### config.mk
export PLATFORM = sky130hd
export DESIGN_NAME = thread_wait_queue_with_removal_core_flat
export DESIGN_NICKNAME = d
export VERILOG_FILES = /design/src/rtl/twq_pkg.sv /design/src/rtl/twq_if.sv /design/src/rtl/twq_ram.sv /design/src/rtl/twq_ctrl.sv /design/src/rtl/thread_wait_queue_with_removal_core.sv /design/src/flat_wrapper.sv
export SDC_FILE = /design/constraint.sdc
export NUM_CORES = 1
export LEC_CHECK = 0
export ABC_CLOCK_PERIOD_IN_PS = 3090
export BUFFER_PORTS_ARGS = -buffer_cell sky130_fd_sc_hd__buf_2
export CORE_MARGIN = 3
export CORE_UTILIZATION = 50
export DETAILED_ROUTE_END_ITERATION = 16
export PLACE_DENSITY = 0.76
export SLEW_MARGIN = 0
export SYNTH_ARGS = -nofsm -noshare
export SYNTH_HDL_FRONTEND = slang
export SYNTH_SLANG_ARGS = --single-unit
### constraint.sdc
create_clock -name clk -period 3.09 [get_ports clk]
set_clock_uncertainty 0.15 [all_clocks]
set_input_delay 0.309 -clock clk [delete_from_list [all_inputs] [get_ports clk]]
set_output_delay 0.309 -clock clk [all_outputs]
set_load 0.02 [all_outputs]
### src/rtl/twq_pkg.sv
// Shared constants, codes and control types of the thread wait queue.
package twq_pkg;

	localparam int NUM_THREADS = 16;
	localparam int TID_W       = 4;
	localparam int IDX_W       = (NUM_THREADS > 1) ? $clog2(NUM_THREADS) : 1;
	localparam int CNT_W       = $clog2(NUM_THREADS + 1);

	typedef enum logic [1:0] {
		MODE_PUSH   = 2'd0,
		MODE_POP    = 2'd1,
		MODE_REMOVE = 2'd2,
		MODE_NOP    = 2'd3
	} mode_t;

	typedef enum logic [1:0] {
		ST_OK     = 2'd0,
		ST_EMPTY  = 2'd1,
		ST_ABSENT = 2'd2,
		ST_DUP    = 2'd3
	} status_t;

	typedef enum logic [1:0] {
		S_IDLE,
		S_FETCH,
		S_LINK,
		S_DONE
	} state_t;

	// Events from the datapath to the sequencer.
	typedef struct packed {
		logic accept;
		logic unlink;
		logic out_free;
	} twq_ev_t;

	// Step strobes from the sequencer to the datapath.
	typedef struct packed {
		logic idle;
		logic fetch;
		logic link;
		logic load;
	} twq_cmd_t;

endpackage

### src/rtl/twq_if.sv
// Request and response channel interfaces of the thread wait queue.
interface twq_req_if;
	logic                     valid;
	logic                     ready;
	logic [1:0]               mode;
	logic [twq_pkg::TID_W-1:0] thread_id;

	modport source (output valid, output mode, output thread_id, input ready);
	modport sink   (input valid, input mode, input thread_id, output ready);
endinterface

interface twq_rsp_if;
	logic                     valid;
	logic                     ready;
	logic [1:0]               status;
	logic                     head_valid;
	logic [twq_pkg::TID_W-1:0] head_id;
	logic [twq_pkg::CNT_W-1:0] count;

	modport source (output valid, output status, output head_valid, output head_id,
		output count, input ready);
	modport sink   (input valid, input status, input head_valid, input head_id,
		input count, output ready);
endinterface

### src/rtl/twq_ram.sv
// Generic single write port RAM with one registered read port.
module twq_ram #(
	parameter int WIDTH = 4,
	parameter int DEPTH = 16
) (
	input  logic                     clk,
	input  logic                     we,
	input  logic [$clog2(DEPTH)-1:0] waddr,
	input  logic [WIDTH-1:0]         wdata,
	input  logic [$clog2(DEPTH)-1:0] raddr,
	output logic [WIDTH-1:0]         rdata
);

	logic [WIDTH-1:0] mem_q [DEPTH];

	always_ff @(posedge clk) begin
		if (we) begin
			mem_q[waddr] <= wdata;
		end
		rdata <= mem_q[raddr];
	end

endmodule

### src/rtl/twq_ctrl.sv
// Sequencer that steps one queue operation through fetch, link and result load.
module twq_ctrl (
	input  logic              clk,
	input  logic              arst_n,
	input  twq_pkg::twq_ev_t  ev,
	output twq_pkg::twq_cmd_t cmd
);

	twq_pkg::state_t state_q;
	twq_pkg::state_t state_d;

	always_comb begin
		state_d = state_q;
		unique case (state_q)
			twq_pkg::S_IDLE:  if (ev.accept) state_d = twq_pkg::S_FETCH;
			twq_pkg::S_FETCH: state_d = ev.unlink ? twq_pkg::S_LINK : twq_pkg::S_DONE;
			twq_pkg::S_LINK:  state_d = twq_pkg::S_DONE;
			twq_pkg::S_DONE:  if (ev.out_free) state_d = twq_pkg::S_IDLE;
			default:          state_d = twq_pkg::S_IDLE;
		endcase
	end

	always_comb begin
		cmd = '0;
		unique case (state_q)
			twq_pkg::S_IDLE:  cmd.idle  = 1'b1;
			twq_pkg::S_FETCH: cmd.fetch = 1'b1;
			twq_pkg::S_LINK:  cmd.link  = 1'b1;
			twq_pkg::S_DONE:  cmd.load  = ev.out_free;
			default:          cmd = '0;
		endcase
	end

	always_ff @(posedge clk or negedge arst_n) begin
		if (!arst_n) begin
			state_q <= twq_pkg::S_IDLE;
		end else begin
			state_q <= state_d;
		end
	end

endmodule

### src/rtl/thread_wait_queue_with_removal_core.sv
// Top level of the thread wait queue: queue registers, link tables and result register.
//
// FIFO wait queue of thread identifiers held as a doubly linked list. Each request word
// pushes thread_id at the tail, pops the head, or removes thread_id from anywhere in the
// queue, and returns one response word with a status (ok, empty underflow, not in queue,
// already queued), the head after the operation and the count after the operation. The
// next and previous links sit in two small RAMs with one write port and a registered
// read port each; a membership bit per thread, cleared at reset, answers whether a thread
// is queued. A request is taken only while the sequencer is idle. Push, rejected
// operations and the unused mode step through idle, fetch and result load, and pop and
// remove add a link step between fetch and result load, because unlinking must first
// read the leaving thread's links through the registered RAM port and then write the
// neighbours' links through the single write port. The response appears in the output
// register in the cycle after the load step and may wait there while the block
// accepts the next request; a request whose result finds that register still full holds
// in its load step until the response word is taken. Reset needs no clearing pass: the
// link tables are only read for queued threads, and every push writes the links it needs.
module thread_wait_queue_with_removal_core (
	input  logic            clk,
	input  logic            arst_n,
	twq_req_if.sink         req,
	twq_rsp_if.source       rsp
);

	localparam int TW = twq_pkg::TID_W;
	localparam int IW = twq_pkg::IDX_W;
	localparam int CW = twq_pkg::CNT_W;

	twq_pkg::twq_ev_t  ev;
	twq_pkg::twq_cmd_t cmd;

	// Latched request
	twq_pkg::mode_t mode_q;
	logic [TW-1:0]  tid_q;

	// Queue state
	logic [twq_pkg::NUM_THREADS-1:0] flags_q;
	logic [TW-1:0]                   head_q;
	logic [TW-1:0]                   tail_q;
	logic [CW-1:0]                   count_q;

	// Operation bookkeeping between fetch and link
	twq_pkg::status_t status_q;
	logic [TW-1:0]    target_q;

	// Response register
	logic             out_valid_q;
	twq_pkg::status_t out_status_q;
	logic             out_head_valid_q;
	logic [TW-1:0]    out_head_id_q;
	logic [CW-1:0]    out_count_q;

	// Link table ports
	logic          nx_we, pv_we;
	logic [IW-1:0] nx_waddr, pv_waddr, rd_addr;
	logic [TW-1:0] nx_wdata, pv_wdata, nx_rdata, pv_rdata;

	logic             accept;
	logic             in_range;
	logic             is_queued;
	logic [TW-1:0]    target;
	twq_pkg::status_t status_d;
	logic             push_go;

	assign accept      = req.valid && req.ready;
	assign req.ready   = cmd.idle;
	assign ev.accept   = accept;
	assign ev.out_free = !out_valid_q || rsp.ready;

	assign in_range  = 32'(tid_q) < twq_pkg::NUM_THREADS;
	assign is_queued = in_range && flags_q[IW'(tid_q)];
	assign target    = (mode_q == twq_pkg::MODE_POP) ? head_q : tid_q;

	// Decide the status of the held request.
	always_comb begin
		status_d = twq_pkg::ST_OK;
		unique case (mode_q)
			twq_pkg::MODE_PUSH: begin
				if (!in_range) status_d = twq_pkg::ST_ABSENT;
				else if (is_queued) status_d = twq_pkg::ST_DUP;
			end
			twq_pkg::MODE_POP: begin
				if (count_q == '0) status_d = twq_pkg::ST_EMPTY;
			end
			twq_pkg::MODE_REMOVE: begin
				if (count_q == '0) status_d = twq_pkg::ST_EMPTY;
				else if (!is_queued) status_d = twq_pkg::ST_ABSENT;
			end
			default: status_d = twq_pkg::ST_OK;
		endcase
	end

	assign push_go   = (mode_q == twq_pkg::MODE_PUSH) && (status_d == twq_pkg::ST_OK);
	assign ev.unlink = ((mode_q == twq_pkg::MODE_POP) || (mode_q == twq_pkg::MODE_REMOVE))
		&& (status_d == twq_pkg::ST_OK);

	// Read both links of the target during fetch; the data is ready in the link step.
	assign rd_addr = IW'(target);

	// Link table writes. Push writes during fetch, unlink writes the neighbours during link.
	// The leaving thread's own links are never followed and are left as they are; a fresh
	// tail's next link is written only when the tail enters an empty queue.
	always_comb begin
		nx_we    = 1'b0;
		nx_waddr = IW'(tail_q);
		nx_wdata = tid_q;
		pv_we    = 1'b0;
		pv_waddr = IW'(tid_q);
		pv_wdata = (count_q == '0) ? '0 : tail_q;
		if (cmd.fetch && push_go) begin
			pv_we = 1'b1;
			nx_we = 1'b1;
			if (count_q == '0) begin
				nx_waddr = IW'(tid_q);
				nx_wdata = '0;
			end
		end else if (cmd.link && (count_q > CW'(1))) begin
			nx_waddr = IW'(pv_rdata);
			pv_waddr = IW'(nx_rdata);
			priority if (target_q == head_q) begin
				pv_we    = 1'b1;
				pv_wdata = '0;
			end else if (target_q == tail_q) begin
				nx_we    = 1'b1;
				nx_wdata = '0;
			end else begin
				nx_we    = 1'b1;
				nx_wdata = nx_rdata;
				pv_we    = 1'b1;
				pv_wdata = pv_rdata;
			end
		end
	end

	twq_ram #(.WIDTH(TW), .DEPTH(twq_pkg::NUM_THREADS)) u_next_ram (
		.clk   (clk),
		.we    (nx_we),
		.waddr (nx_waddr),
		.wdata (nx_wdata),
		.raddr (rd_addr),
		.rdata (nx_rdata)
	);

	twq_ram #(.WIDTH(TW), .DEPTH(twq_pkg::NUM_THREADS)) u_prev_ram (
		.clk   (clk),
		.we    (pv_we),
		.waddr (pv_waddr),
		.wdata (pv_wdata),
		.raddr (rd_addr),
		.rdata (pv_rdata)
	);

	twq_ctrl u_ctrl (
		.clk    (clk),
		.arst_n (arst_n),
		.ev     (ev),
		.cmd    (cmd)
	);

	// Hold the request word, and the status and target at the fetch step.
	always_ff @(posedge clk) begin
		if (accept) begin
			mode_q <= twq_pkg::mode_t'(req.mode);
			tid_q  <= req.thread_id;
		end
		if (cmd.fetch) begin
			status_q <= status_d;
			target_q <= target;
		end
	end

	// Queue pointers, count and membership bits.
	always_ff @(posedge clk or negedge arst_n) begin
		if (!arst_n) begin
			flags_q <= '0;
			head_q  <= '0;
			tail_q  <= '0;
			count_q <= '0;
		end else if (cmd.fetch && push_go) begin
			if (count_q == '0) begin
				head_q <= tid_q;
			end
			tail_q               <= tid_q;
			flags_q[IW'(tid_q)]  <= 1'b1;
			count_q              <= count_q + CW'(1);
		end else if (cmd.link) begin
			if (count_q <= CW'(1)) begin
				head_q <= '0;
				tail_q <= '0;
			end else if (target_q == head_q) begin
				head_q <= nx_rdata;
			end else if (target_q == tail_q) begin
				tail_q <= pv_rdata;
			end
			flags_q[IW'(target_q)] <= 1'b0;
			count_q                <= count_q - CW'(1);
		end
	end

	// Response register: load on the final step, drop when taken.
	always_ff @(posedge clk or negedge arst_n) begin
		if (!arst_n) begin
			out_valid_q <= 1'b0;
		end else if (cmd.load) begin
			out_valid_q <= 1'b1;
		end else if (rsp.ready) begin
			out_valid_q <= 1'b0;
		end
	end

	always_ff @(posedge clk) begin
		if (cmd.load) begin
			out_status_q     <= status_q;
			out_head_valid_q <= (count_q != '0);
			out_head_id_q    <= (count_q != '0) ? head_q : '0;
			out_count_q      <= count_q;
		end
	end

	assign rsp.valid      = out_valid_q;
	assign rsp.status     = out_status_q;
	assign rsp.head_valid = out_head_valid_q;
	assign rsp.head_id    = out_head_id_q;
	assign rsp.count      = out_count_q;

	// Membership bits and the count must agree.
	a_count_matches_flags: assert property (@(posedge clk) disable iff (!arst_n)
		32'(count_q) == $countones(flags_q))
		else $error("queue count disagrees with membership bits");

	// An empty queue parks both pointers at zero.
	a_empty_pointers: assert property (@(posedge clk) disable iff (!arst_n)
		(count_q == '0) |-> (head_q == '0) && (tail_q == '0))
		else $error("pointers not cleared on empty queue");

	// A non-empty queue has its head and tail queued.
	a_ends_queued: assert property (@(posedge clk) disable iff (!arst_n)
		(count_q != '0) |-> flags_q[IW'(head_q)] && flags_q[IW'(tail_q)])
		else $error("head or tail not marked as queued");

	// A load always presents a response the next cycle.
	a_load_shows: assert property (@(posedge clk) disable iff (!arst_n)
		cmd.load |=> rsp.valid)
		else $error("response register not loaded");

	// No request is taken while an operation is in flight.
	a_no_accept_busy: assert property (@(posedge clk) disable iff (!arst_n)
		(cmd.fetch || cmd.link) |-> !req.ready)
		else $error("request accepted during an operation");

endmodule
### src/flat_wrapper.sv
// flat-port wrapper written by rule: the top's interface ports become plain ports
module thread_wait_queue_with_removal_core_flat 
  (clk, arst_n, req_valid, req_mode, req_thread_id, req_ready, rsp_valid, rsp_status, rsp_head_valid, rsp_head_id, rsp_count, rsp_ready);
  twq_req_if req_i ();
  twq_rsp_if rsp_i ();
  input  logic clk;
  input  logic arst_n;
  input wire logic [$bits(req_i.valid)-1:0] req_valid;
  input wire logic [$bits(req_i.mode)-1:0] req_mode;
  input wire logic [$bits(req_i.thread_id)-1:0] req_thread_id;
  output wire logic [$bits(req_i.ready)-1:0] req_ready;
  output wire logic [$bits(rsp_i.valid)-1:0] rsp_valid;
  output wire logic [$bits(rsp_i.status)-1:0] rsp_status;
  output wire logic [$bits(rsp_i.head_valid)-1:0] rsp_head_valid;
  output wire logic [$bits(rsp_i.head_id)-1:0] rsp_head_id;
  output wire logic [$bits(rsp_i.count)-1:0] rsp_count;
  input wire logic [$bits(rsp_i.ready)-1:0] rsp_ready;
  assign req_i.valid = req_valid;
  assign req_i.mode = req_mode;
  assign req_i.thread_id = req_thread_id;
  assign req_ready = req_i.ready;
  assign rsp_valid = rsp_i.valid;
  assign rsp_status = rsp_i.status;
  assign rsp_head_valid = rsp_i.head_valid;
  assign rsp_head_id = rsp_i.head_id;
  assign rsp_count = rsp_i.count;
  assign rsp_i.ready = rsp_ready;
  thread_wait_queue_with_removal_core u_core (.clk(clk), .arst_n(arst_n), .req(req_i), .rsp(rsp_i));
endmodule
Word level (Yosys, flattened, before mapping)

Memories as Yosys holds them, arrays and structs flattened. A register that Yosys moved wholly into a read port is not among the register bits.
Cells that the tools add are included.

Bits in writable memories: 128
Bits of input ports: 10
Logic and storage cells: 122
Bits in registers: 56
Memories: 2
Output and inout bits: 14

Memory list:

| memory                  | depth | bits a word | rd ports | clocked after Yosys merged registers in | write ports | RTL line      | RTL |
|---|---|---|---|---|---|---|---|
| u_core.u_next_ram.mem_q | 16    | 4           | 1        | 1                                       | 1           | twq_ram.sv:14 | `logic [WIDTH-1:0] mem_q [DEPTH];` |
| u_core.u_prev_ram.mem_q | 16    | 4           | 1        | 1                                       | 1           | twq_ram.sv:14 |  |

Add/subtract/negate cells: 2
Equal/unequal tests: 11
Order comparisons: 6
Bitwise gates (word level): 3
Multiplexer cells: 62
Reduce and logical (&&, ||, !) cells: 22

Operators by type and width:

| operator              | number |
|---|---|
| $mux W4               | 26 |
| $mux W16              | 2 |
| $mux W1               | 22 |
| $and A16 B16 Y16      | 1 |
| $not A16 Y16          | 1 |
| $or A16 B16 Y16       | 1 |
| $lt A4 B5 Y1 const B  | 2 |
| $mux W2               | 5 |
| $mux W5               | 2 |
| $demux W1 S4          | 2 |
| $eq A4 B4 Y1          | 2 |
| $ge A4 B1 Y1 const B  | 2 |
| $pmux W2 S4           | 1 |
| $logic_and A1 B1 Y1   | 7 |
| $eq A2 B2 Y1 const B  | 3 |
| $logic_not A2 Y1      | 3 |
| $pmux W2 S3           | 1 |
| $reduce_and A3 Y1     | 2 |
| $reduce_bool A3 Y1    | 2 |
| $add A5 B1 Y5 const B | 1 |
| $gt A5 B1 Y1 const B  | 1 |
| $le A5 B1 Y1 const B  | 1 |
| $logic_not A5 Y1      | 1 |
| $reduce_bool A5 Y1    | 1 |
| other kinds (10)      | 14 |

Longest topological paths before layout

Word-level depth: 11
Mapped depth: 12
Mapped depth without buffers: 9

Cells and area by module

Synthesis repeated with hierarchy kept, for this count alone.

Cell total of the unflattened synthesis: 548
Area total of the unflattened synthesis: 8498.2 um^2

Modules (own cells, without submodules):

| module                              | area each (um^2) | cells an instance | times used |
|---|---|---|---|
| twq_ram                             | 2666.3           | 130               | 2 |
| thread_wait_queue_with_removal_core | 2986.6           | 271               | 1 |
| twq_ctrl                            | 178.9            | 17                | 1 |

Worst setup path after synthesis

Ideal clock, no wire load.

Path kind: register to register
Start: register u_core.u_ctrl.state_q[1]
End: memory u_core.u_next_ram.mem_q[1][0] (enable)
Data arrival time: 2.587 ns
Library setup time: 0.332 ns
Buffers on the path: 0
Cell stages (with the launch flop): 10
Required time: 2.608 ns
Setup slack: 0.021 ns
Cells stage by stage: dfrtp_1 > inv_1 > ha_1 > nand3b_1 > a211oi_1 > a22o_2 > nor2_2 > or3_1 > a21oi_1 > nor2b_1

Cells in the longest elaborated chain, start to end: 7
Elaborated cells on any way between the ends: 12

RTL lines:

| item                          | RTL line                                   | RTL |
|---|---|---|
| start, declared               | twq_ctrl.sv:9                              | `twq_pkg::state_t state_q;` |
| start signal, assigned        | twq_ctrl.sv:36                             | `state_q <= twq_pkg::S_IDLE;` |
| start signal, assigned        | twq_ctrl.sv:38                             | `state_q <= state_d;` |
| $eq A2 B2 Y1                  | twq_ctrl.sv:25                             | `unique case (state_q)` |
| $mux W1                       | twq_ctrl.sv:25                             |  |
| $logic_and A1 B1 Y1           | thread_wait_queue_with_removal_core.sv:117 | `end else if (cmd.link && (count_q > CW'(1))) begin` |
| $mux W1                       | thread_wait_queue_with_removal_core.sv:117 |  |
| $mux W1                       | thread_wait_queue_with_removal_core.sv:110 | `if (cmd.fetch && push_go) begin` |
| $mux W1                       | twq_ram.sv:17                              | `if (we) begin` |
| $mux W1 (not written as such) | twq_ram.sv:18                              | `mem_q[waddr] <= wdata;` |
| end, declared                 | twq_ram.sv:14                              |  |

Parallel ways exist; a longest one is shown, timed or not.

Final worst setup path

Start: register u_core.mode_q[1]
End: memory u_core.u_next_ram.mem_q[14][3] (enable)

Cells in the longest elaborated chain, start to end: 8
Elaborated cells on any way between the ends: 11

RTL lines:

| item                                 | RTL line                                   | RTL |
|---|---|---|
| start, declared                      | thread_wait_queue_with_removal_core.sv:33  | `twq_pkg::mode_t mode_q;` |
| start signal, assigned               | thread_wait_queue_with_removal_core.sv:163 | `mode_q <= twq_pkg::mode_t'(req.mode);` |
| $eq A2 B2 Y1 (tied with other cells) | thread_wait_queue_with_removal_core.sv:77  | `unique case (mode_q)` |
| $pmux W2 S3                          | thread_wait_queue_with_removal_core.sv:77  |  |
| $logic_not A2 Y1                     | thread_wait_queue_with_removal_core.sv:93  | `assign push_go = (mode_q == twq_pkg::MODE_PUSH) && (status_d == twq_pkg::ST_OK);` |
| $logic_and A1 B1 Y1 *                | thread_wait_queue_with_removal_core.sv:93  |  |
| $logic_and A1 B1 Y1 *                | thread_wait_queue_with_removal_core.sv:110 |  |
| $mux W1                              | thread_wait_queue_with_removal_core.sv:110 |  |
| $mux W1                              | twq_ram.sv:17                              |  |
| $mux W1 (not written as such)        | twq_ram.sv:18                              |  |

Mark *: on every way between the ends. The rest lies on a longest branch, timed or not.

==> results.json <==
{
  "slowest_delay_ns": 0.42,
  "finalMaxSlewViolations": 0,
  "grt_max_degree": 66,
  "num_io_pins": 24,
  "grt_pass1_wl_um": 33350,
  "die_area_um2": 18910,
  "async_flop_share": 0.1667,
  "max_freq_mhz": 310.9,
  "grt_pass1_vias": 6389,
  "rows": 47,
  "syn-mean-instance-area_um2": 11.94,
  "power_density_nw_per_um2": 992.9,
  "cp_cell_sequence": "inv_1 -> ha_1 -> nand3b_1 -> a211oi_4 -> a22oi_4 -> buf_4 -> a21o_1 -> o221ai_2 -> nand2_2 -> nor3_2 -> buf_4",
  "multiInputGateArea_um2": 3126,
  "ir_drop_uv": 634.2,
  "place_inst": 1004,
  "first_iter_violations": 684,
  "place.gp.congestion": 0.9198,
  "drc": 0,
  "cts_buffer_depth": 2,
  "synth_edf_count": 152,
  "yosysMostFrequentCell": "edfxtp_1",
  "detail-route-antenna-nets": 0,
  "route.vias.total": 6422,
  "cts_buffers": 17,
  "power_leakage_nw": 3.995,
  "finalNonFillerCells": 1052,
  "fin_util": 0.6255,
  "viasPerCell": 6.105,
  "synth_common_cells": "edfxtp_1, nand2_1, a21oi_1",
  "track_usage": 0.2332,
  "die_h_um": 137.5,
  "setup_slack_ns": -0.1264,
  "crit_family": "compound AO/OA/AOI/OAI gates",
  "finalPower_mw": 10.41,
  "hp-start": "rsp_ready",
  "synth_area_um2": 8647,
  "syn_inst": 724,
  "area_delta_synth_final_pct": 21.24,
  "cts_sinks": 192,
  "cp_slowest_cell": "edfxtp_1",
  "yosys_warnings": 0,
  "synth_fp_nets": 746,
  "ys_ff_latch": 192,
  "status": "complete, but fails checks",
  "seq_area_frac_synth": 0.6390,
  "core_um2": 16760,
  "path_max_fanout": 7,
  "post-route-period-util": 1.041,
  "setup_viol": 61,
  "port_buffers": 23,
  "synth.area.top_cells": "edfxtp_1, dfrtp_1, nand2_1",
  "path_common_cell": "buf_4",
  "clkTransAtPathRegs_ns": 0.07,
  "grt_setup_unrepaired": "true",
  "final.setup.tns_ns": -3.750,
  "fillers": 1269,
  "hold_viol_final": 0,
  "synth_cell_types": 62,
  "grt_antenna_before_repair": 0,
  "crit_type": "register to register",
  "root_buffer": "clkbuf_16",
  "max_slew_margin": 0.4847,
  "cts_tree": "built",
  "startpoint_type": "register",
  "routed_wire_length_per_instance_um": 20.84,
  "yosysTopAreaCellShare": 0.5279,
  "violations": "setup timing",
  "tightest_slew_ns": 0.7730,
  "nets": 842,
  "worstReg2RegStart": "u_core.mode_q[1]$_DFFE_PP_",
  "cp.required_ns": 3.10,
  "grt_overflow": 0,
  "drtPass1Iterations": 6,
  "hp-class": "primary input to register",
  "pre_cts_slack_ns": -0.1804,
  "final-seq-area_um2": 5525,
  "path_buf_inv": 3,
  "cap_viol_max_count": 0,
  "drive_gt1_frac": 0.2584,
  "startpoint": "u_core.mode_q[1]$_DFFE_PP_",
  "fin_crit_ns": 3.216,
  "synthFlopType": "edfxtp_1",
  "end_kind": "register",
  "dp_hpwl_um": 13630,
  "arrival_ns": 3.23,
  "fp.dieW_um": 137.5,
  "n_antenna_cell": 0,
  "cts_max_level": 4,
  "yosysTopAreaCell": "edfxtp_1",
  "clkLatencyLatePin_ns": 0.44,
  "drt_wl_total_um": 21930,
  "start_util": 0.5159
}
-- final cells by class --
| class | instances | share of cell area |
|---|---|---|
| Inverter | 22 | 0.007877 |
| Sequential cell | 192 | 0.5270 |
| Multi-Input combinational cell | 470 | 0.2981 |
| Tap cell | 220 | 0.02626 |
| Timing Repair Buffer | 117 | 0.08486 |
| Clock buffer | 17 | 0.04058 |
| Clock inverter | 14 | 0.01528 |
-- where the power goes --
| group | internal [mW] | switching [mW] |
|---|---|---|
| clock network | 1.20 | 0.987 |
| registers | 3.73 | 0.407 |
| logic | 1.50 | 2.58 |
-- flip-flops by register name, summed over array words and instances (netlist names) --
register and flops:
u_core.rsp.count 5, u_core.rsp.valid 1, u_core.rsp.status 2, u_core.u_prev_ram.rdata 4, u_core.mode_q 2, u_core.tail_q 4, u_core.u_prev_ram.mem_q 64, u_core.tid_q 4
u_core.rsp.head_id 4, u_core.u_ctrl.state_q 2, u_core.head_q 4, u_core.rsp.head_valid 1, u_core.u_next_ram.mem_q 64, u_core.count_q 5, u_core.status_q 2, u_core.target_q 4
u_core.u_next_ram.rdata 4, u_core.flags_q 16
-- cell usage in the layout (no fill, tap or decap), types with 8 or more instances in the layout --
master       n
nor2b_1     11
a311oi_1    16
a31oi_1     19
ha_1        12
buf_2       23
and3_1      29
a22o_2       8
nand2_1    139
a211oi_1     8
nor2_1      20
a21oi_1     35
nand3_1     25
buf_4       78
dfrtp_1     32
nor3_1      20
clkbuf_16   17
dfxtp_1      8
inv_1       19
nor3_2       9
edfxtp_1   152
xor2_1      11
-- worst paths after layout --
path,end,slack (ns),depth (start not counted)
setup / recovery,u_core.u_next_ram.mem_q[14][3]$_DFFE_PP_,-0.13,11
max in group asynchronous,u_core.flags_q[13]$_DFFE_PN0P_,1.95,2
hold reg to reg,u_core.rsp.status[1]$_DFFE_PP_,0.29,0
hold / removal,u_core.rsp.valid$_DFFE_PN0P_,0.01,3
min in group asynchronous,u_core.u_ctrl.state_q[1]$_DFFE_PN0P_,0.33,2
setup reg to reg,u_core.u_next_ram.mem_q[14][3]$_DFFE_PP_,-0.13,11
-- worst register-to-register path: cells and delay by family, from the launching register on --
family / cells / cell delay (ns)
compound gates: 4 / 1.02
simple gates: 3 / 0.65
buf+inv: 3 / 0.50
flops: 1 / 0.42
fa+ha+maj: 1 / 0.21
-- timing repair --
action,4_1_cts,5_1_grt
hold buffers,7,0
resized for setup,14,48
setup endpoints to repair,147,224
buffers inserted,3,8
hold endpoints to repair,38,0
pin swaps,3,5
-- stage by stage --
stage,hold slack [ns],area (µm²)
global placement,0.2462,9505
floorplan,-0.1366,8647
finish,0.009926,10480
CTS,0.001462,10240
global route,0.02437,10480
detailed placement,0.2572,9505
-- logic make-up (layout without fill, tap and decap cells) --
logic type | count (synthesis) | in the layout | synth area share
buffers and inverters | 62 | 170 | 0.02749
XOR/XNOR | 12 | 12 | 0.01215
AND/OR/NAND/NOR | 293 | 293 | 0.1612
AO/OA/AOI/OAI | 138 | 138 | 0.1159
adder cells (fa/ha/maj) | 12 | 12 | 0.01736
flip-flops | 192 | 192 | 0.6390
multiplexers | 15 | 15 | 0.02691
-- per-layer routing --
| layer | vias to the layer above | track usage | wire, µm | share of wire |
|---|---|---|---|---|
| li1 | 2886 | - | - | - |
| met1 | 3168 | 0.2916 | 8629 | 0.39 |
| met2 | 317 | 0.4021 | 11080 | 0.51 |
| met3 | 51 | 0.05077 | 1616 | 0.074 |
| met4 | 0 | 0.07982 | 605 | 0.028 |
| met5 | - | 0 | 0 | 0 |
No activity file was read; power rests on OpenSTA's default activity.
